`config.mk`:
```
export PLATFORM = sky130hd
export DESIGN_NAME = gpht_fifo
export DESIGN_NICKNAME = d
export VERILOG_FILES = /design/src/hw/rtl/gpht_fifo.sv
export SDC_FILE = /design/constraint.sdc
export NUM_CORES = 1
export LEC_CHECK = 0
export ABC_AREA = 0
export BUFFER_PORTS_ARGS = -buffer_cell sky130_fd_sc_hd__buf_4
export CAP_MARGIN = 20
export CORE_MARGIN = 4
export CORE_UTILIZATION = 44
export CTS_CLUSTER_DIAMETER = 30
export DETAILED_ROUTE_END_ITERATION = 6
export HOLD_SLACK_MARGIN = 0.05
export PLACE_DENSITY = 0.72
export SETUP_SLACK_MARGIN = 0.05
export SLEW_MARGIN = 10
export SYNTH_ARGS = -nofsm -noshare
export SYNTH_HDL_FRONTEND = slang
export SYNTH_SLANG_ARGS = --single-unit
export TNS_END_PERCENT = 5
```
`constraint.sdc`:
```
create_clock -name clk_i -period 1.6 [get_ports clk_i]
set_clock_uncertainty 0.1 [all_clocks]
set_input_delay 0.24 -clock clk_i [delete_from_list [all_inputs] [get_ports clk_i]]
set_output_delay 0.24 -clock clk_i [all_outputs]
set_load 0.05 [all_outputs]
```
`src/hw/rtl/gpht_fifo.sv`:
```
// Small generic FIFO used for the command and result queues.
// Depends on nothing.
module gpht_fifo #(
  parameter int WIDTH = 8,
  parameter int DEPTH = 2
) (
  input  logic             clk_i,
  input  logic             rst_ni,
  input  logic             push_i,
  input  logic [WIDTH-1:0] wdata_i,
  output logic             full_o,
  input  logic             pop_i,
  output logic [WIDTH-1:0] rdata_o,
  output logic             empty_o
);

  localparam int PTR_W = $clog2(DEPTH);

  logic [WIDTH-1:0] buf_q [DEPTH];
  logic [PTR_W-1:0] wptr_q, wptr_d, rptr_q, rptr_d;
  logic [PTR_W:0]   cnt_q, cnt_d;
  logic             do_push, do_pop;

  assign full_o  = (cnt_q == (PTR_W+1)'(DEPTH));
  assign empty_o = (cnt_q == '0);
  assign do_push = push_i && !full_o;
  assign do_pop  = pop_i && !empty_o;
  assign rdata_o = buf_q[rptr_q];

  // Pointer and fill count update.
  always_comb begin
    wptr_d = do_push ? wptr_q + 1'b1 : wptr_q;
    rptr_d = do_pop ? rptr_q + 1'b1 : rptr_q;
    cnt_d  = cnt_q;
    if (do_push && !do_pop) begin
      cnt_d = cnt_q + 1'b1;
    end else if (do_pop && !do_push) begin
      cnt_d = cnt_q - 1'b1;
    end
  end

  always_ff @(posedge clk_i or negedge rst_ni) begin
    if (!rst_ni) begin
      wptr_q <= '0;
      rptr_q <= '0;
      cnt_q  <= '0;
    end else begin
      wptr_q <= wptr_d;
      rptr_q <= rptr_d;
      cnt_q  <= cnt_d;
    end
  end

  // Storage needs no reset.
  always_ff @(posedge clk_i) begin
    if (do_push) begin
      buf_q[wptr_q] <= wdata_i;
    end
  end

endmodule

```
* Yosys cells after proc, flatten, opt, wreduce, memory -nomap -nowiden
Memories as Yosys holds them, arrays and structs flattened.
Cells that the tools add are included.
** Storage, ports and cells
- Memories kept :: 1
- ROM bits :: 0
- Output and inout bits :: 10
- Input port bits :: 12
- RAM bits :: 16
- Bits in latches :: 0
- Word-level logic and storage cells :: 23
- Register bits after elaboration :: 4
** Memories
- buf_q :: words 2, width 8, rd ports 1, clocked after Yosys merged registers in 0, write ports 1, RTL line 19 : logic [WIDTH-1:0] buf_q [DEPTH];
** Operators by class
- Reduce and logical (&&, ||, !) cells :: 10
- Shift-type cells :: 0
- Add/subtract/negate cells :: 4
- Divide/modulo/power cells :: 0
- Multipliers :: 0
- Equality and inequality tests :: 1
- $lt $le $gt $ge :: 0
- Bitwise logic cells :: 0
- Multiplexer cells :: 4
** Operators with widths (count)
- 1-bit logical AND :: 4
- 1-bit logical NOT :: 4
- 2-bit 2-to-1 mux :: 2
- 1-bit adder, second input constant :: 2
- 2-bit by 1-bit adder with 2-bit output, second input constant :: 1
- 2-bit == test, second input constant :: 1
- 2-bit logical NOT :: 1
- 1-bit 2-to-1 mux :: 2
- 2-bit nonzero test :: 1
- 2-bit by 1-bit subtractor with 2-bit output, second input constant :: 1

* Longest topological paths before layout
Gate-level depths: netlist of run 1.
- Word-level depth :: 7
- Mapped depth :: 7

* Least setup slack after synthesis of run 1
No wires, ideal clock.
- Kind :: flip-flop to flip-flop
- Start :: reg cnt_q[0]
- End :: mem buf_q[0][0] (enable)
- Clock period less this slack :: 1.492 ns
- Stages on the path, launching flop included :: 4
- Library setup time :: 0.370 ns
- Slack :: 0.108 ns
- Data arrival time :: 1.022 ns
- Required time :: 1.130 ns
- Cells stage by stage :: dfrtp_1 -> nand2b_1 -> nand2_2 -> nor2_1
** Between the ends
- Longest elaborated chain between the ends :: 5
** RTL lines
- from (decl) :: RTL line 21 : logic [PTR_W:0] cnt_q, cnt_d;
- from (signal assigned) :: RTL line 50 : cnt_q <= cnt_d;
- 2-bit == test :: RTL line 24 : assign full_o = (cnt_q == (PTR_W+1)'(DEPTH));
- 1-bit logical NOT :: RTL line 26 : assign do_push = push_i && !full_o;
- 1-bit logical AND :: RTL line 26
- 1-bit 2-to-1 mux :: RTL line 56 : if (do_push) begin
- 1-bit 2-to-1 mux (not written as such) :: RTL line 57 : buf_q[wptr_q] <= wdata_i;
- to (decl) :: RTL line 19
Every way passes these cells.

* Worst setup path in the final report of run 1
- Start :: reg rptr_q
- End :: out rdata_o[1]
** Between the ends
- Longest elaborated chain between the ends :: 1
** RTL lines
- from (decl) :: RTL line 20 : logic [PTR_W-1:0] wptr_q, wptr_d, rptr_q, rptr_d;
- from (signal assigned) :: RTL line 49 : rptr_q <= rptr_d;
- memory 2 x 8 bit
- to (decl) :: RTL line 13 : output logic [WIDTH-1:0] rdata_o,
Every way passes these cells.

==> impl_metrics.tcl, run 1 <==
set metrics [dict create \
    status "finished with violations" \
    violations "negative setup slack" \
    rr_worst_depth 7 \
    layout-drive-gt1-share_pct 57.14 \
    area_delta_synth_final_pct 59.20 \
    rsz0062_at_grt "yes" \
    die-area_mm2 0.002516 \
    min_from "pop_i" \
    maxCapViolCount 0 \
    yosysWarnings 0 \
    setup_viol 8 \
    cts.clk_slew.worst_paths_ns 0.11 \
    dieWidth_um 50.16 \
    fmax_mhz 598.9 \
    drv_slew 0 \
    die_y_um 50.16 \
    slowest_delay_ns 0.44 \
    synth_seq_cells 20 \
    gp_congestion 0.6071 \
    async_flop_share_pct 20.00 \
    hp-class "in2reg" \
    dp_hpwl_um 955.7 \
    grt_usage_pct 12.51 \
    grt_max_degree 12 \
    ant_nets 0 \
    pin_count 22 \
    hold_path_depth 3 \
    htree_levels 1 \
    drt-total-wl_um 1468 \
    synth_area_um2 782.0 \
    pre_cts_slack_ns 0.05893 \
    grt_pass1_vias 518 \
    crit_fanout 4 \
    end_kind "primary output" \
    antenna_found_initial 0 \
    hold_viol 0 \
    worstMarginPinSlew_ns 0.3549 \
    synth_area_leaders "edfxtp_1, dfrtp_1, mux2_1" \
    netlist.area_leader.share_pct 61.44 \
    fin_crit_sh_pct 104.4 \
    drc 0 \
    regToRegStartpoint "cnt_q[1]" \
    finalCriticalPeriod_ns 1.670 \
    syn_nets 57 \
    cp.required_ns 1.26 \
    rows 14 \
    synth_edf_count 16 \
    maxSlewHeadroom_pct 76.34 \
    slowest_stage "dfrtp_2" \
    yosys.cell_count.top_type "edfxtp_1" \
    drt_iter0_drc 6 \
    startpoint_type "flop" \
    antennaDiodeCount 0 \
    grt-ovfl-total 0 \
    core_mm2 0.001594 \
    fin_nets 98 \
    clock-root-buffer "clkbuf_4" \
    synth_ff_type "edfxtp_1" \
    clockBufferDepth 2 \
    criticalPathCategory "reg2out" \
    p_leak_nw 0.5315 \
    routed_via_density 4.519 \
    synth_top_area_cell "edfxtp_1" \
    min_to "rptr_q" \
    initial_utilization_pct 49.06 \
    r2r_slack_ns 0.12 \
    cts_buffers 3 \
    cts_tree "yes" \
    syn_area_per_cell_um2 17.77 \
    ys_seq_area_share_pct 74.24 \
    vdd_drop_max_v 0.001413 \
    wl_per_cell_um 13.59 \
    worstPathArrival_ns 1.33 \
    grt_pass1_wl_um 2311 \
    cts_sinks 20 \
    power_density_mw_per_mm2 2023 \
    rr_endpoint "cnt_q[1]" \
    fin_ws_ns -0.06977 \
    synth_cell_types 15 \
    final_core_util_pct 78.10 \
    cp_cell_sequence "buf_6 -> mux2_4 -> buf_8" \
    port_buffers 21 \
    synthTopCellsByCount "edfxtp_1, mux2_1, dfrtp_1, nor2_1" \
    clock_latency_ns 0.29 \
    dr_total_vias 488 \
    drt_first_pass_iters 4 \
    postSynthCellCount 44 \
]
-- cells by family after synthesis --
| kind of cell | count (synthesis) | share of synthesized area, % |
|---|---|---|
| flip-flops | 20 | 74.24 |
| XOR/XNOR | 5 | 6.561 |
| AO/OA/AOI/OAI | 1 | 0.6394 |
| AND/OR/NAND/NOR | 6 | 3.841 |
| multiplexers | 8 | 11.52 |
| adder cells (fa/ha/maj) | 1 | 1.600 |
| buffers and inverters | 3 | 1.600 |
-- metal layers --
layer  GRT usage (%)  part of all wire [%]  vias up
li1                -                     -      239
met4           4.147                   1.6        0
met3           2.663                   2.6        4
met1           13.48                    36      236
met5               0                     0        -
met2           23.91                    60        9
-- flip-flops by register name, summed over array words and instances (netlist names) --
| name | flops |
|---|---|
| buf_q | 16 |
| wptr_q | 1 |
| cnt_q | 2 |
| rptr_q | 1 |
-- power breakdown --
group / switching [mW] / internal [mW]
logic: 0.757 / 0.655
clock network: 0.146 / 0.139
registers: 0.0911 / 0.730
-- layout make-up --
class | instances | area (um2)
tap | 24 | 30.03
sequential | 20 | 581.8
timing repair buffer | 37 | 349.1
multi-input combinational | 21 | 240.2
clock buffer | 4 | 36.28
fill | 95 | 349.1
inverter | 2 | 7.507
-- placed cells by master (no fill, tap or decap), types with 2 or more instances in the layout --
| cell | instances |
|---|---|
| xnor2_1 | 2 |
| nor2_2 | 2 |
| dfrtp_1 | 3 |
| edfxtp_1 | 16 |
| dlygate4sd3_1 | 9 |
| buf_8 | 2 |
| mux2_4 | 6 |
| xor2_1 | 2 |
| clkbuf_4 | 3 |
| mux2_2 | 2 |
| buf_4 | 17 |
| buf_6 | 9 |
| inv_1 | 2 |
-- repair_timing --
action | 4_1_cts | 5_1_grt
cloned | 0 | 0
gates resized for setup | 22 | 5
buffers inserted | 4 | 0
hold buffers | 9 | 0
hold endpoints to repair | 20 | 0
endpoints found under the setup margin | 9 | 10
-- critical path: cells and delay by family, from the launching register on --
family / cells / cell delay (ns)
flops: 1 / 0.44
mux: 1 / 0.30
buf+inv: 2 / 0.29
-- how the worst max path moves through the flow --
stage,start,end
after detailed placement,cnt_q[0],cnt_q[1]
after floorplan,cnt_q[0],buf_q[0][0]
after global placement,rptr_q,rdata_o[7]
final,rptr_q,rdata_o[1]
after CTS,rptr_q,rdata_o[5]
after global routing,rptr_q,rdata_o[1]
-- through the flow --
stage / hold WS [ns] / setup TNS [ns] / cells / area (um2) / power [mW]
2_1_floorplan: -0.1556 / 0 / 44 / 782.0 / 1.562
3_3_place_gp: -0.06139 / 0 / 91 / 987.2 / 1.861
3_5_place_dp: -0.05944 / 0 / 91 / 987.2 / 1.879
4_1_cts: 0.1318 / -0.4639 / 108 / 1220 / 2.476
5_1_grt: 0.1351 / -0.8128 / 108 / 1245 / 2.646
6_report: 0.1295 / -0.4896 / 108 / 1245 / 2.518
No activity file was read; power rests on OpenSTA's default activity.
==> inputs of run 2 (changes only) <==
- BUFFER_PORTS_ARGS: -buffer_cell sky130_fd_sc_hd__buf_4 -> default
- CORE_AREA: default -> 4 4 41 43
- CORE_MARGIN: 4 -> default
- CORE_UTILIZATION: 44 -> default
- DIE_AREA: default -> 0 0 45 47
- DONT_BUFFER_PORTS: default -> 1
- PLACE_DENSITY: 0.72 -> 0.74
- clock period: 1.6 -> 1.95 ns (I/O delays scaled with it)
==> impl_metrics.tcl, run 2 (synthesized netlist as in run 1, its figures left out) <==
set metrics [dict create \
    status "finished, final reports clean" \
    dp_hpwl_um 933.7 \
    grt-ovfl-total 0 \
    final_cells 73 \
    grt_pass1_wl_um 1897 \
    post_cts_buffers 0 \
    drt-total-wl_um 1264 \
    reg.largest.list "buf_q: 16 flops, cnt_q: 2 flops" \
    cp.required_ns 1.56 \
    criticalPathCategory "reg2out" \
    vdd_drop_max_v 0.001315 \
    area_delta_synth_final_pct 18.72 \
    regMostFlops "buf_q" \
    crit_fanout 9 \
    hold_viol 0 \
    rsz0062_at_grt "no" \
    power_mw 1.581 \
    largest_reg_flops 16 \
    cts_buffers 3 \
    placed_cells 60 \
    worstMarginPinSlew_ns 0.4614 \
    cts_tree "yes" \
    maxCapViolCount 0 \
    dr_total_vias 401 \
    clock-root-buffer "clkbuf_4" \
    die_y_um 47 \
    clockBufferDepth 2 \
    clock_latency_ns 0.28 \
    fin_crit_sh_pct 88.58 \
    crit_buf_inv 0 \
    grt_max_degree 12 \
    grt_usage_pct 14.68 \
    layout_common_cells "edfxtp_1, dlygate4sd3_1, mux2_1" \
    cp_cell_sequence "mux2_1" \
    slowest_stage "mux2_1" \
    antenna_found_initial 0 \
    cts.clk_slew.worst_paths_ns 0.09 \
    ant_nets 0 \
    pin_count 22 \
    cts_sinks 20 \
    min_from "push_i" \
    routed_via_density 5.493 \
    setup.worst_path.start "rptr_q" \
    initial_utilization_pct 60.10 \
    wl_per_cell_um 17.32 \
    crit_family "multiplexers" \
    finalSetupTns_ns 0 \
    drt_iter0_drc 3 \
    die-area_mm2 0.002115 \
    drv_slew 0 \
    startpoint_type "flop" \
    p_leak_nw 0.3519 \
    setup_viol 0 \
    fin_nets 72 \
    drc 0 \
    antennaDiodeCount 0 \
    finalCriticalPeriod_ns 1.727 \
    end_kind "primary output" \
    layout-drive-gt1-share_pct 17.24 \
    dieWidth_um 45 \
    regToRegStartpoint "cnt_q[0]" \
    slowest_delay_ns 0.56 \
    drt_first_pass_iters 4 \
    gp_congestion 0.6565 \
    hp-class "in2reg" \
    htree_levels 1 \
    final_common_cell "edfxtp_1" \
    grt_pass1_vias 444 \
    maxSlewHeadroom_pct 69.33 \
    rows 13 \
    power_density_mw_per_mm2 1703 \
    core_mm2 0.001301 \
    fmax_mhz 579.0 \
    worstPathArrival_ns 1.33 \
    port_buffers 0 \
]
run 2: cell count changes in the layout (fill, tap and decap cells not counted), sizes merged:
cell	change
buf	-26
run 2: path summary, 6_finish.rpt:
kind,endpoint,cells after the start,slack [ns]
max in group asynchronous,rptr_q,1,1.40
min in group asynchronous,cnt_q[1],1,0.16
worst max-delay path,rdata_o[2],1,0.22
worst max register to register,cnt_q[1],6,0.23
worst min register to register,wptr_q,1,0.43
worst min-delay path,wptr_q,2,0.07
run 2: per-layer routing:
layer,GRT usage [%],vias to the layer above,routed length [um]
met5,0,-,0
met4,12.28,0,37
met3,6.130,4,99
met2,27.40,14,755
met1,11.45,196,371
li1,-,187,-
run 2: stage by stage:
| step | area [um2] | setup slack [ns] | util, % | hold WS, ns |
|---|---|---|---|---|
| finish | 928.4 | 0.2227 | 71.35 | 0.07064 |
| global route | 928.4 | 0.1179 | 71.35 | 0.05692 |
| detailed placement | 810.8 | 0.2304 | 62.31 | -0.1030 |
| global placement | 810.8 | 0.4385 | 62.31 | -0.1030 |
| CTS | 927.1 | 0.1087 | 71.25 | 0.06094 |
| floorplan | 782.0 | 0.4579 | - | -0.1031 |
run 2: power by group:
| group | leakage (nW) | switching (mW) | internal, mW |
|---|---|---|---|
| clock | 0.0150 | 0.109 | 0.0796 |
| sequential | 0.194 | 0.0980 | 0.599 |
| combinational | 0.143 | 0.506 | 0.189 |
| total | 0.352 | 0.713 | 0.868 |
run 2: area by class of cell:
type / count / area, um2
Tap cell: 15 / 18.77
Timing Repair Buffer: 11 / 105.1
Inverter: 2 / 7.507
Sequential cell: 20 / 581.8
Fill cell: 89 / 372.9
Multi-Input combinational cell: 21 / 188.9
Clock buffer: 4 / 26.28
run 2: timing repair:
| item | in CTS | in global routing |
|---|---|---|
| hold endpoints to repair | 20 | 0 |
| setup endpoints to repair | 0 | 6 |
| gates resized for setup | 0 | 1 |
| hold buffers | 9 | 0 |
==> inputs of run 3 (changes only) <==
- CORE_AREA: 4 4 41 43 -> 2 2 39 41
- DIE_AREA: 0 0 45 47 -> 0 0 41 43
- TNS_END_PERCENT: 5 -> default
==> impl_metrics.tcl, run 3 (synthesized netlist as in run 1, its figures left out) <==
set metrics [dict create \
    crit_fanout 9 \
    clock_latency_ns 0.28 \
    regMostFlops "buf_q" \
    maxCapViolCount 0 \
    slowest_delay_ns 0.56 \
    grt_pass1_vias 377 \
    hp-class "in2reg" \
    largest_reg_flops 16 \
    area_delta_synth_final_pct 20.16 \
    p_leak_nw 0.3579 \
    cts_tree "yes" \
    worstMarginPinSlew_ns 0.4545 \
    htree_levels 1 \
    final_common_cell "edfxtp_1" \
    cts_sinks 20 \
    maxSlewHeadroom_pct 69.79 \
    cts.clk_slew.worst_paths_ns 0.09 \
    antenna_found_initial 0 \
    layout-drive-gt1-share_pct 18.97 \
    cp_cell_sequence "mux2_1" \
    dp_hpwl_um 766.3 \
    power_mw 1.590 \
    ant_nets 0 \
    pin_count 22 \
    status "finished, final reports clean" \
    die_y_um 43 \
    wl_per_cell_um 13.77 \
    final_core_util_pct 67.90 \
    grt_max_degree 12 \
    grt_pass1_wl_um 1697 \
    cts_buffers 3 \
    setup.worst_path.start "rptr_q" \
    dr_total_vias 380 \
    routed_via_density 5.135 \
    rows 14 \
    slowest_stage "mux2_1" \
    worstPathArrival_ns 1.34 \
    antennaDiodeCount 0 \
    initial_utilization_pct 56.51 \
    regToRegStartpoint "cnt_q[0]" \
    grt-ovfl-total 0 \
    setup_viol 0 \
    clockBufferDepth 2 \
    dieWidth_um 41 \
    finalCriticalPeriod_ns 1.730 \
    end_kind "primary output" \
    fin_area_um2 939.7 \
    fin_ws_ns 0.2205 \
    port_buffers 0 \
    drt_first_pass_iters 2 \
    crit_buf_inv 0 \
    rsz0062_at_grt "no" \
    power_density_mw_per_mm2 1692 \
    drc 0 \
    grt_usage_pct 14.60 \
    gp_congestion 0.6858 \
    startpoint_type "flop" \
    vdd_drop_max_v 0.001056 \
    hold_viol 0 \
    drv_slew 0 \
    pre_cts_slack_ns 0.2988 \
    drt_iter0_drc 2 \
    core_mm2 0.001384 \
    fin_nets 72 \
    die-area_mm2 0.001763 \
    drt-total-wl_um 1019 \
    fmax_mhz 578.2 \
    post_cts_buffers 0 \
    cp.required_ns 1.56 \
    nFillCells 88 \
    fin_crit_sh_pct 88.69 \
    placed_area_um2 812.0 \
    reg.largest.list "buf_q: 16 flops, cnt_q: 2 flops" \
    crit_family "multiplexers" \
    clock-root-buffer "clkbuf_4" \
    criticalPathCategory "reg2out" \
    finalSetupTns_ns 0 \
    min_from "push_i" \
    layout_common_cells "edfxtp_1, dlygate4sd3_1, mux2_1" \
]
-- run 3: cell type report --
type / count / area (um2) / share of cell area [%]
timing repair buffer: 11 / 105.1 / 11.19
clock buffer: 4 / 36.28 / 3.862
tap: 16 / 20.02 / 2.130
inverter: 2 / 7.507 / 0.7989
multi-input combinational: 21 / 188.9 / 20.11
sequential: 20 / 581.8 / 61.92
-- run 3: path summary, 6_finish.rpt --
path	endpoint	slack, ns	cells after the start
worst max-delay path	rdata_o[5]	0.22	1
worst min-delay path	wptr_q	0.08	2
worst max register to register	cnt_q[1]	0.28	7
worst min register to register	wptr_q	0.43	1
max in group asynchronous	rptr_q	1.40	1
min in group asynchronous	cnt_q[1]	0.17	1
-- run 3: what timing repair did --
action,CTS,global route
hold buffers,9,0
setup endpoints to repair,0,1
endpoints found under the hold margin,20,0
resized for setup,0,1
-- run 3: where the power goes --
| group | switching, mW | leakage (nW) | internal, mW |
|---|---|---|---|
| combinational | 0.493 | 0.143 | 0.189 |
| clock | 0.103 | 0.0210 | 0.113 |
| sequential | 0.0930 | 0.194 | 0.599 |
| total | 0.689 | 0.358 | 0.901 |
-- run 3: per-stage QoR --
stage          cells  hold slack, ns
4_1_cts           74         0.07887
3_5_place_dp      61         -0.1030
3_3_place_gp      61         -0.1030
6_report          74         0.08415
5_1_grt           74         0.07384
2_1_floorplan     44         -0.1031
-- run 3: metal layers --
layer	global-route usage (%)	routed length, um
met4	4.000	0
met5	0	0
met3	3.141	67
met1	18.35	401
met2	24.38	550
