File: config.mk
export PLATFORM = sky130hd
export DESIGN_NAME = gpht_front
export DESIGN_NICKNAME = d
export VERILOG_FILES = /design/src/hw/rtl/gpht_pkg.sv /design/src/hw/rtl/gpht_fifo.sv /design/src/hw/rtl/gpht_front.sv
export SDC_FILE = /design/constraint.sdc
export NUM_CORES = 1
export LEC_CHECK = 0
export ABC_AREA = 1
export ABC_CLOCK_PERIOD_IN_PS = 7400
export BUFFER_PORTS_ARGS = -buffer_cell sky130_fd_sc_hd__buf_4
export CAP_MARGIN = 20
export CORE_MARGIN = 2
export CORE_UTILIZATION = 40
export CTS_BUF_LIST = sky130_fd_sc_hd__clkbuf_2
export CTS_CLUSTER_DIAMETER = 50
export CTS_CLUSTER_SIZE = 28
export DETAILED_ROUTE_END_ITERATION = 10
export PLACE_DENSITY = 0.68
export SLEW_MARGIN = 10
export SYNTH_ARGS = -nofsm -noshare
export SYNTH_HDL_FRONTEND = slang
export SYNTH_SLANG_ARGS = --single-unit
export TNS_END_PERCENT = 1
File: constraint.sdc
create_clock -name clk_i -period 7.4 [get_ports clk_i]
set_input_delay 1.48 -clock clk_i [delete_from_list [all_inputs] [get_ports clk_i]]
set_output_delay 1.48 -clock clk_i [all_outputs]
set_load 0.005 [all_outputs]
File: src/hw/rtl/gpht_pkg.sv
// Package for the grouped probe hash table.
// Holds command, status and register codes plus the word types.
// Used by the front, engine and top modules; depends on nothing.
package gpht_pkg;

  // Field widths fixed by the interface.
  localparam int KEY_W    = 64;
  localparam int VAL_W    = 32;
  localparam int SLOT_W   = 10;
  localparam int TOTAL_W  = 11;
  localparam int CFG_W    = 10;
  localparam int TBITS_W  = 4;
  localparam int LIMIT_W  = 10;

  // Defaults for the top level parameters.
  localparam int SLOTS_DEF      = 1024;
  localparam int GROUP_DEF      = 8;
  localparam int VALUE_BITS_DEF = 32;
  localparam int QUEUE_DEPTH    = 2;

  // Reset values of the configuration registers.
  localparam logic [TBITS_W-1:0] TBITS_RESET = 4'd10;
  localparam logic [LIMIT_W-1:0] LIMIT_RESET = 10'd819;

  // Register indexes.
  localparam logic REG_TABLE_BITS = 1'b0;
  localparam logic REG_LOAD_LIMIT = 1'b1;

  // Input commands.
  localparam logic [1:0] CMD_LOOKUP = 2'd0;
  localparam logic [1:0] CMD_INSERT = 2'd1;
  localparam logic [1:0] CMD_CLEAR  = 2'd2;

  // Classified operations handed from front to back.
  localparam logic [1:0] OP_LOOKUP   = 2'd0;
  localparam logic [1:0] OP_INSERT   = 2'd1;
  localparam logic [1:0] OP_CLEAR    = 2'd2;
  localparam logic [1:0] OP_RESERVED = 2'd3;

  // Result status codes.
  localparam logic [2:0] ST_INSERTED = 3'd0;
  localparam logic [2:0] ST_REPLACED = 3'd1;
  localparam logic [2:0] ST_HIT      = 3'd2;
  localparam logic [2:0] ST_MISS     = 3'd3;
  localparam logic [2:0] ST_FULL     = 3'd4;
  localparam logic [2:0] ST_RESERVED = 3'd5;
  localparam logic [2:0] ST_CLEARED  = 3'd6;

  typedef struct packed {
    logic [1:0]       cmd;
    logic [KEY_W-1:0] key;
    logic [VAL_W-1:0] value;
  } in_word_t;

  typedef struct packed {
    logic [2:0]         status;
    logic [VAL_W-1:0]   found_value;
    logic [SLOT_W-1:0]  slot_index;
    logic [TOTAL_W-1:0] entry_total;
  } out_word_t;

  typedef struct packed {
    logic [1:0]       op;
    logic [KEY_W-1:0] key;
    logic [VAL_W-1:0] value;
  } item_t;

endpackage

File: src/hw/rtl/gpht_fifo.sv
// Small generic FIFO used for the command and result queues.
// Depends on nothing.
module gpht_fifo #(
  parameter int WIDTH = 8,
  parameter int DEPTH = 2
) (
  input  logic             clk_i,
  input  logic             rst_ni,
  input  logic             push_i,
  input  logic [WIDTH-1:0] wdata_i,
  output logic             full_o,
  input  logic             pop_i,
  output logic [WIDTH-1:0] rdata_o,
  output logic             empty_o
);

  localparam int PTR_W = $clog2(DEPTH);

  logic [WIDTH-1:0] buf_q [DEPTH];
  logic [PTR_W-1:0] wptr_q, wptr_d, rptr_q, rptr_d;
  logic [PTR_W:0]   cnt_q, cnt_d;
  logic             do_push, do_pop;

  assign full_o  = (cnt_q == (PTR_W+1)'(DEPTH));
  assign empty_o = (cnt_q == '0);
  assign do_push = push_i && !full_o;
  assign do_pop  = pop_i && !empty_o;
  assign rdata_o = buf_q[rptr_q];

  // Pointer and fill count update.
  always_comb begin
    wptr_d = do_push ? wptr_q + 1'b1 : wptr_q;
    rptr_d = do_pop ? rptr_q + 1'b1 : rptr_q;
    cnt_d  = cnt_q;
    if (do_push && !do_pop) begin
      cnt_d = cnt_q + 1'b1;
    end else if (do_pop && !do_push) begin
      cnt_d = cnt_q - 1'b1;
    end
  end

  always_ff @(posedge clk_i or negedge rst_ni) begin
    if (!rst_ni) begin
      wptr_q <= '0;
      rptr_q <= '0;
      cnt_q  <= '0;
    end else begin
      wptr_q <= wptr_d;
      rptr_q <= rptr_d;
      cnt_q  <= cnt_d;
    end
  end

  // Storage needs no reset.
  always_ff @(posedge clk_i) begin
    if (do_push) begin
      buf_q[wptr_q] <= wdata_i;
    end
  end

endmodule

File: src/hw/rtl/gpht_front.sv
// Front part: accepts input words, classifies them and queues them.
// Depends on gpht_pkg and gpht_fifo.
module gpht_front (
  input  logic              clk_i,
  input  logic              rst_ni,
  input  logic              push,
  input  gpht_pkg::in_word_t in_word_i,
  output logic              full,
  input  logic              pop_i,
  output gpht_pkg::item_t   item_o,
  output logic              empty_o
);

  gpht_pkg::item_t item_in;

  // Clear wins; otherwise the all-ones key is refused; command 3 is a lookup.
  always_comb begin
    item_in.key   = in_word_i.key;
    item_in.value = in_word_i.value;
    if (in_word_i.cmd == gpht_pkg::CMD_CLEAR) begin
      item_in.op = gpht_pkg::OP_CLEAR;
    end else if (&in_word_i.key) begin
      item_in.op = gpht_pkg::OP_RESERVED;
    end else if (in_word_i.cmd == gpht_pkg::CMD_INSERT) begin
      item_in.op = gpht_pkg::OP_INSERT;
    end else begin
      item_in.op = gpht_pkg::OP_LOOKUP;
    end
  end

  gpht_fifo #(
    .WIDTH($bits(gpht_pkg::item_t)),
    .DEPTH(gpht_pkg::QUEUE_DEPTH)
  ) u_cmd_fifo (
    .clk_i  (clk_i),
    .rst_ni (rst_ni),
    .push_i (push),
    .wdata_i(item_in),
    .full_o (full),
    .pop_i  (pop_i),
    .rdata_o(item_o),
    .empty_o(empty_o)
  );

endmodule

Word-level counts from Yosys, hierarchy flattened
Memory sizes are Yosys's and may differ from the RTL's.
Cells that the tools add are included.
Operators by class
  $add $sub $neg: 4
  equal/unequal tests: 3
  mux-type cells: 7
  reductions and logical operators: 11
Operators with widths (count)
  64-bit AND reduction: 1
  2-bit two-way mux: 4
  2-bit == test (second input constant): 2
  1-bit logical AND: 4
  1-bit logical NOT: 4
  1-bit two-way mux: 3
  1-bit adder (second input constant): 2
  2-bit by 1-bit adder with 2-bit output (second input constant): 1
  2-bit by 1-bit == test with 1-bit output (second input constant): 1
  2-bit logical NOT: 1
  2-bit nonzero test: 1
  2-bit by 1-bit subtractor with 2-bit output (second input constant): 1
Word-level totals
  register bits: 4
  bits in writable memories: 196
  input port bits: 102
  output and inout port bits: 100
  logic and storage cells: 29
  memories kept: 1
Memory list
  u_cmd_fifo.buf_q: words 2, bits a word 98, read ports 1, clocked after memory_dff 0, write ports 1, RTL line gpht_fifo.sv:19  | logic [WIDTH-1:0] buf_q [DEPTH];

Logic depth before layout (Yosys ltp)
Gate-level depths: netlist (run 1).
  depth in word-level cells: 7
  gate-level depth with buffers: 8
  mapped depth without buffers: 8

By module
A second synthesis (run 1) with hierarchy kept.
Second synthesis, totals
  cells, all modules: 612
  area, all modules: 7608.5 um^2
Modules (own cells, without submodules)
  gpht_fifo: instances 1, cells each 543, area each 7345.8 um^2, sequential area each 5985.7 um^2
  gpht_front: instances 1, cells each 69, area each 262.8 um^2, sequential area each 0.0 um^2

Worst setup path before layout (run 1)
OpenSTA, ideal clock, no wires.
  kind: input port to flip-flop
  from: in push
  to: mem u_cmd_fifo.buf_q[1][0] (netlist name) (enable)
  setup time: 0.557 ns
  data arrival time: 5.682 ns
  data required time: 6.843 ns
  path slack: 1.161 ns
  stages: 2
  path buffers: 0
  path through: o21ai_1 -> nor2_1
Between the ends
  word-level cells in the longest chain between the ends: 3
Ends and longest elaborated chain
  from (decl): RTL line gpht_front.sv:6  | input logic push,
  1-bit logical AND: RTL line gpht_fifo.sv:26  | assign do_push = push_i && !full_o;
  1-bit two-way mux: RTL line gpht_fifo.sv:56  | if (do_push) begin
  1-bit two-way mux (not written as such): RTL line gpht_fifo.sv:57  | buf_q[wptr_q] <= wdata_i;
  to (decl): RTL line gpht_fifo.sv:19
No other way between the ends.

==> summary by stage, run 1 <==
Finish
In the final layout, the share of cells above drive strength 1 is 29.34%. Relative to the synthesized area, the layout overhead comes to 25.69%. The multi-input combinational cells in the finished layout cover a total of 0.001459 sq mm. Across the whole layout, storage elements account for 0.005989 sq mm. The number of fill cells in the layout is ~1600. After the flow finishes, the layout carries non-filler instances totaling approximately 1100. At the end of the flow, the number of nets in the layout was approximately 900. The number of diodes added for antenna fixing is 0.

Floorplan
The number of placement rows is 50. The starting density of the core is 40.67%. The I/O pin total is between 200 and 250.

The die extent in y is ~140 um. From left edge to right edge, the die measures between 100 and 150 um. The total area inside the core boundary comes to about 0.019 sq mm. The die covers 0.02007 sq mm.

Logic synthesis
The cell taking the most area after synthesis is edfxtp_1. The post-synthesis sequential area ratio is 78.94%. The total standard cell area after synthesis is 0.007582 sq mm.

The area share of the largest cell type after synthesis is between 70% and 80%. Sorting the synthesized cells by area gives the leading types as edfxtp_1 (78%), nand2_1 (17%), nor2_1 (1.3%). The synthesized area divided by synthesized cell count is 12.57 sq um. The netlist uses 16 different library cells. The synthesized instance count is 603.

The synthesized design contains 200 register bits. Yosys printed 0 warnings. The number of nets produced by synthesis is 706.

Worst setup path
The required time at the endpoint of the critical path is 5920 ps. On the critical path, the stage with the largest delay is an instance of inv_4. The most repeated library cell on the critical path is nand2_1. Together, buffers and inverters on the worst path number 2.

Data arrives at the worst endpoint at 2770 ps. The cell family contributing the most delay on the critical path is buffers and inverters. STA classifies the critical path endpoint as an output pin. The critical path goes through inv_4 > nand2_1 > nand2_1 > buf_4. Along the worst path, the maximum fanout reaches 99. The worst setup path is of the reg2out kind. STA classifies the critical path startpoint as a register. In this design, the stage delay of the slowest critical-path cell is 830 ps.

Timing
At the pin with the least slew margin, the transition time is 1028 ps. Hold timing on the final database bottoms out at a slack of 499.0 ps. The final-layout setup total negative slack is 0 ps. The minimum period implied by the final worst setup slack is 4250 ps. The top achievable clock speed is 0.2353 GHz.

Setup repair after global routing left no endpoint under its margin. In the finished design, the share of the clock period the worst path needs comes to a little under three fifths. The worst pin sits at a relative slew slack of between 30% and 40%. The count of endpoints failing hold in the final timing report is 0. Clock skew on the completed layout was measured at between 40 and 50 ps.

The final number of max-transition violations is 0. Setup violations remaining at the end of the flow were counted as 0.

Detailed routing
The DRC violation total after the first TritonRoute iteration is about 280. Summing over every cut layer, the via total after detailed routing is 4864. The post-detailed-route DRC marker count is 0. Dividing the detail-routed via count by the number of cells gives 4.624.

The detailed-router iteration count before antenna repair is 4. The routed length per instance is between 15 and 20 um. The final wirelength is 15900 um. Once detail routing completed, the nets flagged for antenna violations numbered 0.

Clocking
At the later pin of the worst-skew pair, clock insertion delay measures slightly above 700 ps. Once the clock tree was built, the resizer swapped 0 gates to a different size. The number of sinks driven by the clock tree is 200.

The total of hold buffers inserted after clock tree synthesis is 0. The clock-pin slew reported for the worst setup and hold paths after clock tree synthesis is around 270 ps. The post-CTS repair timing setup buffer count is 0. The number of clock buffers inserted by TritonCTS is 17. The level count of the clock H-tree is 4. The clock passes through at most 2 buffers.

The TritonCTS clock tree is yes. The clock root buffer is clkbuf_2.

Hold path
The worst min-delay path category is in2async.

Power and ir drop
The maximum VDD drop is 203.0 uV. Summed over all cells, the static leakage comes to 4.033 nW. The total power density per cell area is 349.7 mW/mm^2.

Place
At the end of routability-driven placement, the weighted congestion stood at 0.7576. The cell count after placement is between 1000 and 1500. The half-perimeter wire length after detailed placement is 10330 um.

The number of buffer cells added on primary ports is 201.

Global route
Global routing used ~16% of the available tracks across all layers. Global routing finished with a remaining overflow of 0. The initial antenna violation count is 0.

The maximum number of pins on one net before global-route repair is 100. The via count of the first global-routing pass is roughly 4600. The first global-routing pass estimated 23640 um of wire.

Job
The number of max-cap violations is 0.

Run status
The run finished with clean final reports.
==> sequential cells by signal, indices dropped and copies added (netlist names) <==
signal,count
u_cmd_fifo.cnt_q,2
u_cmd_fifo.buf_q,196
u_cmd_fifo.rptr_q,1
u_cmd_fifo.wptr_q,1
==> worst register-to-register path, stage by stage, from the launching register on <==
cell,delay [ps]
dfrtp_1,470
inv_1,130
o21ai_1,170
nor2_4,120
buf_4,540
buf_4,750
==> logic make-up after synthesis <==
family | count (synthesis) | synth area share, %
adder cells (fa/ha/maj) | 1 | 0.1650
AND/OR/NAND/NOR | 367 | 18.20
XOR/XNOR | 3 | 0.3466
AO/OA/AOI/OAI | 5 | 0.3298
flip-flops | 200 | 78.94
buffers and inverters | 27 | 2.013
==> placed cells by master (no fill, tap or decap), drive strengths merged <==
cell | Yosys | final
nand2 | 339 | 339
buf | 21 | 206
edfxtp | 196 | 196
nor2 | 27 | 27
clkbuf | 0 | 19
inv | 6 | 9
o21ai | 4 | 4
dfrtp | 4 | 4
clkinvlp | 0 | 3
clkinv | 0 | 3
xor2 | 2 | 2
bufinv | 0 | 2
or2 | 1 | 1
xnor2 | 1 | 1
a21oi | 1 | 1
ha | 1 | 1
==> through the flow <==
step	cell area [sq um]	utilization (%)	power, W	setup WS (ps)
floorplan	7582	-	0.002258	1161
global placement	9313	49.95	0.002865	3894
detailed placement	9313	49.95	0.002890	3864
CTS	9530	51.12	0.003389	3003
global route	9530	51.12	0.003548	2850
finish	9530	51.12	0.003333	3150
==> layer usage <==
layer	up-vias	part of all wire [%]	wire length [um]	global-route usage, %
met2	161	50	7927	26.09
li1	2408	-	-	-
met5	-	0	0	0
met4	0	1.8	281	5.789
met3	22	6.0	947	3.881
met1	2273	42	6746	19.73
==> layout make-up <==
cell class / count / share of cell area [%]
sequential: 200 / 62.85
multi-input combinational: 376 / 15.31
timing repair buffer: 206 / 16.23
inverter: 6 / 0.2626
tap: 234 / 3.072
clock buffer: 19 / 0.9978
clock inverter: 11 / 1.287
==> path summary, 6_finish.rpt <==
kind,depth (start not counted),end,slack [ps],startpoint
hold reg to reg,2,u_cmd_fifo.wptr_q,630,u_cmd_fifo.wptr_q
min in group clk_i,2,u_cmd_fifo.wptr_q,630,u_cmd_fifo.wptr_q
setup / recovery,4,item_o[85],3150,u_cmd_fifo.rptr_q
hold / removal,1,u_cmd_fifo.wptr_q,500,rst_ni
setup reg to reg,5,u_cmd_fifo.buf_q[0][25],4830,u_cmd_fifo.cnt_q[1]
max in group asynchronous,1,u_cmd_fifo.rptr_q,6770,rst_ni
==> cell usage after synthesis <==
cell type,number
buf_6,2
a21oi_1,1
inv_4,1
ha_1,1
nand2_1,339
nor2_1,27
or2_2,1
dfrtp_1,4
edfxtp_1,196
o21ai_0,1
inv_1,5
o21ai_1,3
buf_4,4
xor2_1,2
xnor2_1,1
buf_2,15
==> report_power, final <==
group | internal (W) | switching [W] | leakage (nW)
logic | 0.000523 | 0.000660 | 2.04
registers | 0.00154 | 0.000106 | 1.87
clock network | 0.000154 | 0.000346 | 0.131
Note: power is estimated with default switching activity, not from simulation.
==> run 2, diff against run 1 <==
- ABC_AREA: 1 -> 0
- ABC_CLOCK_PERIOD_IN_PS: 7400 -> 4100
- PLACE_DENSITY: 0.68 -> 0.69
- clock period: 7.4 -> 4.1 ns (I/O delays scaled with it)
==> run 2 against run 1 <==
Compared with the run above: the flow now finishes with violations (DRC); first-iteration DRC count is 17% lower; sequential power grew 82%; combinational power up 62%; non-clock buffer count increased by 3; setup slack got worse by 2500 ps; die area decreased by 2.1%; flip-flop and latch count unchanged; routed wire length decreased by 6.1%; via count down 19%; synthesized cell count is 42% lower.
==> summary by stage, run 2 <==
Timing
The minimum period implied by the final worst setup slack is 3495 ps. For the pin with the worst max-slew slack, the measured transition is about 840 ps. Setup slack closes at 605.2 ps. The share of the cycle needed by the critical path after routing is 85.24%. The clock tree skew after final layout is 20.18 ps. Measured against its own limit, the worst slew margin works out to roughly 44%.

The total setup violations reported at the end of the flow is 0. The top achievable clock speed is about 0.29 GHz. Setup repair after global routing left no endpoint under its margin. The final number of max-transition violations is 0. The count of endpoints failing hold in the final timing report came to 0. The final-layout setup total negative slack is 0 ps.

Global route
The initial antenna violation count is 0. For this run the aggregate overflow at the end of global routing stands at 0. The via count of the first global-routing pass came to 4170. Entering global routing, the biggest net connects 59 pins. Across every metal layer, demand over resource in global routing totals 15.17%. The first-pass GRT wire length is 22420 um.

Finish
Cells with a size suffix above 1 make up 58.65% of the layout. The final layout contains 668 nets. In the layout the commonest cells are buf_4 (208), edfxtp_1 (196), mux2_2 (98). The number of diodes added for antenna fixing is 0. In the final layout, the registers with the most flip-flops are u_cmd_fifo.buf_q (196), u_cmd_fifo.cnt_q (2). The count of cells in the finished layout, fillers not included, comes to 807.

Measured on the finished design, the core utilization comes to a little over half. Counting the fill cells in the layout gives 1453. The number of flip-flops in the largest register is 196. The register with the most flip-flops in the final layout is u_cmd_fifo.buf_q. The commonest non-fill, non-tap cell in the layout is buf_4. Compared with the post-synthesis result, the final layout area differs by 27.05%.

Hold path
The worst min-delay path category is in2reg.

Power and ir drop
The total power is 0.005765 W. The analysis attributes to cell leakage a power of 3.460 nW. The maximum VDD drop is 250.2 uV.

The share of total power in the clock network is roughly 15%. Combinational cells account for 33.1% of the total power. In this run the power density over the cells is 612.0 mW/mm^2. The power dissipated by switching net loads is about 0.0017 W. The fraction of power consumed by sequential logic is 52.2%. Net switching is 29.59% of the power.

The internal portion of the total power is 0.004059 W.

Floorplan
For this configuration, the core starts out at a cell density of 41.00%. The placeable core region is 0.01809 sq mm. The I/O pin total is 202. The die extent in y is between 100 and 150 um. The die covers 0.01964 sq mm.

The number of placement rows is 49. Measured along the x axis, the die boundary spans ~140 um.

Clocking
After clock tree synthesis, the clock-pin slew on the worst setup and hold paths is 280 ps. For the worst-skew pair, the clock arrives at the later sink with an insertion delay of 710 ps. The number of sinks driven by the clock tree is 200. Counting along the longest clock path gives a buffer depth of 2.

The clock root buffer is clkbuf_2. CTS built an H-tree with a depth of 4. The number of clock buffers added by TritonCTS is 17.

The post-CTS resize count is 0. The post-CTS repair timing setup buffer count is 0. The TritonCTS clock tree is yes.

Logic synthesis
The cell taking the most area after synthesis is edfxtp_1. The synthesized instance count is 348. The number of flops mapped to enable cells by yosys is around 200. The most used standard cell by instance count after synthesis is edfxtp_1.

Summing every instance area after synthesis gives roughly 0.0074 sq mm. Yosys printed 0 warnings. The synthesized area divided by synthesized cell count is 21.31 sq um. The count of unique library cells instantiated by Yosys is 19. When the netlist entered floorplanning its net count stood at 451. Counting instances in the post-synthesis netlist gives the leading cell types as edfxtp_1 (196), mux2_2 (98), nand4_1 (16), buf_2 (8). The post-synthesis sequential area ratio is 80.73%.

Counting flops and latches in the post-synthesis netlist gives 200. The share of synthesized registers carrying an async set or reset is 2.000%. In the synthesized netlist the dominant register cell turns out to be edfxtp_1. The area share of the largest cell type after synthesis is 79.38%. Ranked by total cell area, the synthesized netlist is headed by edfxtp_1 (79%), mux2_2 (15%), dfrtp_1 (1.3%).

Detailed routing
The post-route antenna net violation count is 0. After detailed routing, the number of vias per cell comes to 4.865. The final wirelength is 14930 um. The detailed router placed approximately 3900 vias in this run. The routed length per instance is 18.50 um. For this run, design rule violations remaining after detail routing come to 9. The DRC violation total after the first TritonRoute iteration is 235. The detailed-router iteration count before antenna repair is 7.

Job
Max-cap violations in this run came to 0.

Place
Before CTS, the worst setup slack after placement is about 1400 ps. The number of buffer cells added on primary ports is 201. The routability congestion estimate is 0.7901. The half-perimeter wire length after detailed placement is around 10000 um. The number of placed instances, taps included, is slightly below 800.

Worst setup path
The setup path with the least slack is of type reg2out. STA classifies the critical path endpoint as an output pin. The arrival time at the worst endpoint is between 2000 and 3000 ps. The kind of start point of the critical path is a register. In this run the worst path has a maximum fanout of 54. The required time at the endpoint of the critical path is 3280 ps.

Run status
The final reports fail on DRC. The flow ran to the end, but the final reports show violations.
==> run 2: changes by cell type in the layout (fill, tap and decap cells not counted), sizes merged, moves of 2 or more <==
| cell | change |
|---|---|
| nor4 | +4 |
| nor2 | -24 |
| nand2 | -338 |
| clkinv | +2 |
| bufinv | -2 |
| mux2 | +98 |
| nand4 | +16 |
| buf | +2 |
| o21ai | -3 |
| xnor2 | +2 |
==> run 2: worst paths after layout <==
kind	from	to	slack, ps	cells after the start
min in group asynchronous	rst_ni	u_cmd_fifo.wptr_q	380	2
worst min-delay path	in_word_i[0]	u_cmd_fifo.buf_q[1][0]	250	1
worst max-delay path	u_cmd_fifo.rptr_q	item_o[85]	610	3
worst max register to register	u_cmd_fifo.cnt_q[0]	u_cmd_fifo.buf_q[1][26]	1860	3
max in group asynchronous	rst_ni	u_cmd_fifo.rptr_q	3590	2
worst min register to register	u_cmd_fifo.cnt_q[1]	u_cmd_fifo.cnt_q[1]	560	1
==> run 2: cell type report <==
class,instances,area (sq um),share of cell area [%]
clock buffers,18,90.09,0.9563
clock inverters,14,115.1,1.222
inverters,3,11.26,0.1195
multi-input cells,134,1356,14.40
flip-flops and latches,200,5989,63.58
well taps,229,286.5,3.042
repair buffers,209,1572,16.68
==> run 2: layer usage <==
metal | part of all wire [%] | global-route usage, %
met5 | 0 | 0
met4 | 2.2 | 6.007
met3 | 7.7 | 5.949
met2 | 51 | 25.85
met1 | 39 | 17.21
==> run 2: logic make-up after synthesis <==
kind of cell    synth area share (%)
flops                          80.73
mux                            14.88
simple gates                   2.177
buf+inv                        1.147
xor+xnor                      0.5907
compound gates                0.1687
fa+ha+maj                     0.3037
==> run 2: timing repair <==
item	CTS	global route
hold buffers	1	0
setup endpoints to repair	0	0
endpoints found under the hold margin	4	0
==> run 2: power by group through the flow <==
stage                     Sequential, W  Clock (W)  Combinational, W
after global placement          0.00305          0           0.00191
final                           0.00301   0.000847           0.00191
after global routing            0.00306   0.000959           0.00206
after floorplan                 0.00295          0           0.00106
after CTS                       0.00302   0.000884           0.00195
after detailed placement        0.00307          0           0.00194
==> run 2: stage by stage <==
stage / instance area [sq um] / hold WS [ps]
5_1_grt: 9420 / 120.7
3_5_place_dp: 9205 / 515.3
3_3_place_gp: 9205 / 499.7
6_report: 9420 / 249.7
2_1_floorplan: 7417 / 478.3
4_1_cts: 9420 / 157.5
==> run 2: critical path: stages (launching register included) <==
cell     delay (ps)
dfrtp_4         970
buf_4           420
mux2_2          390
buf_4           140
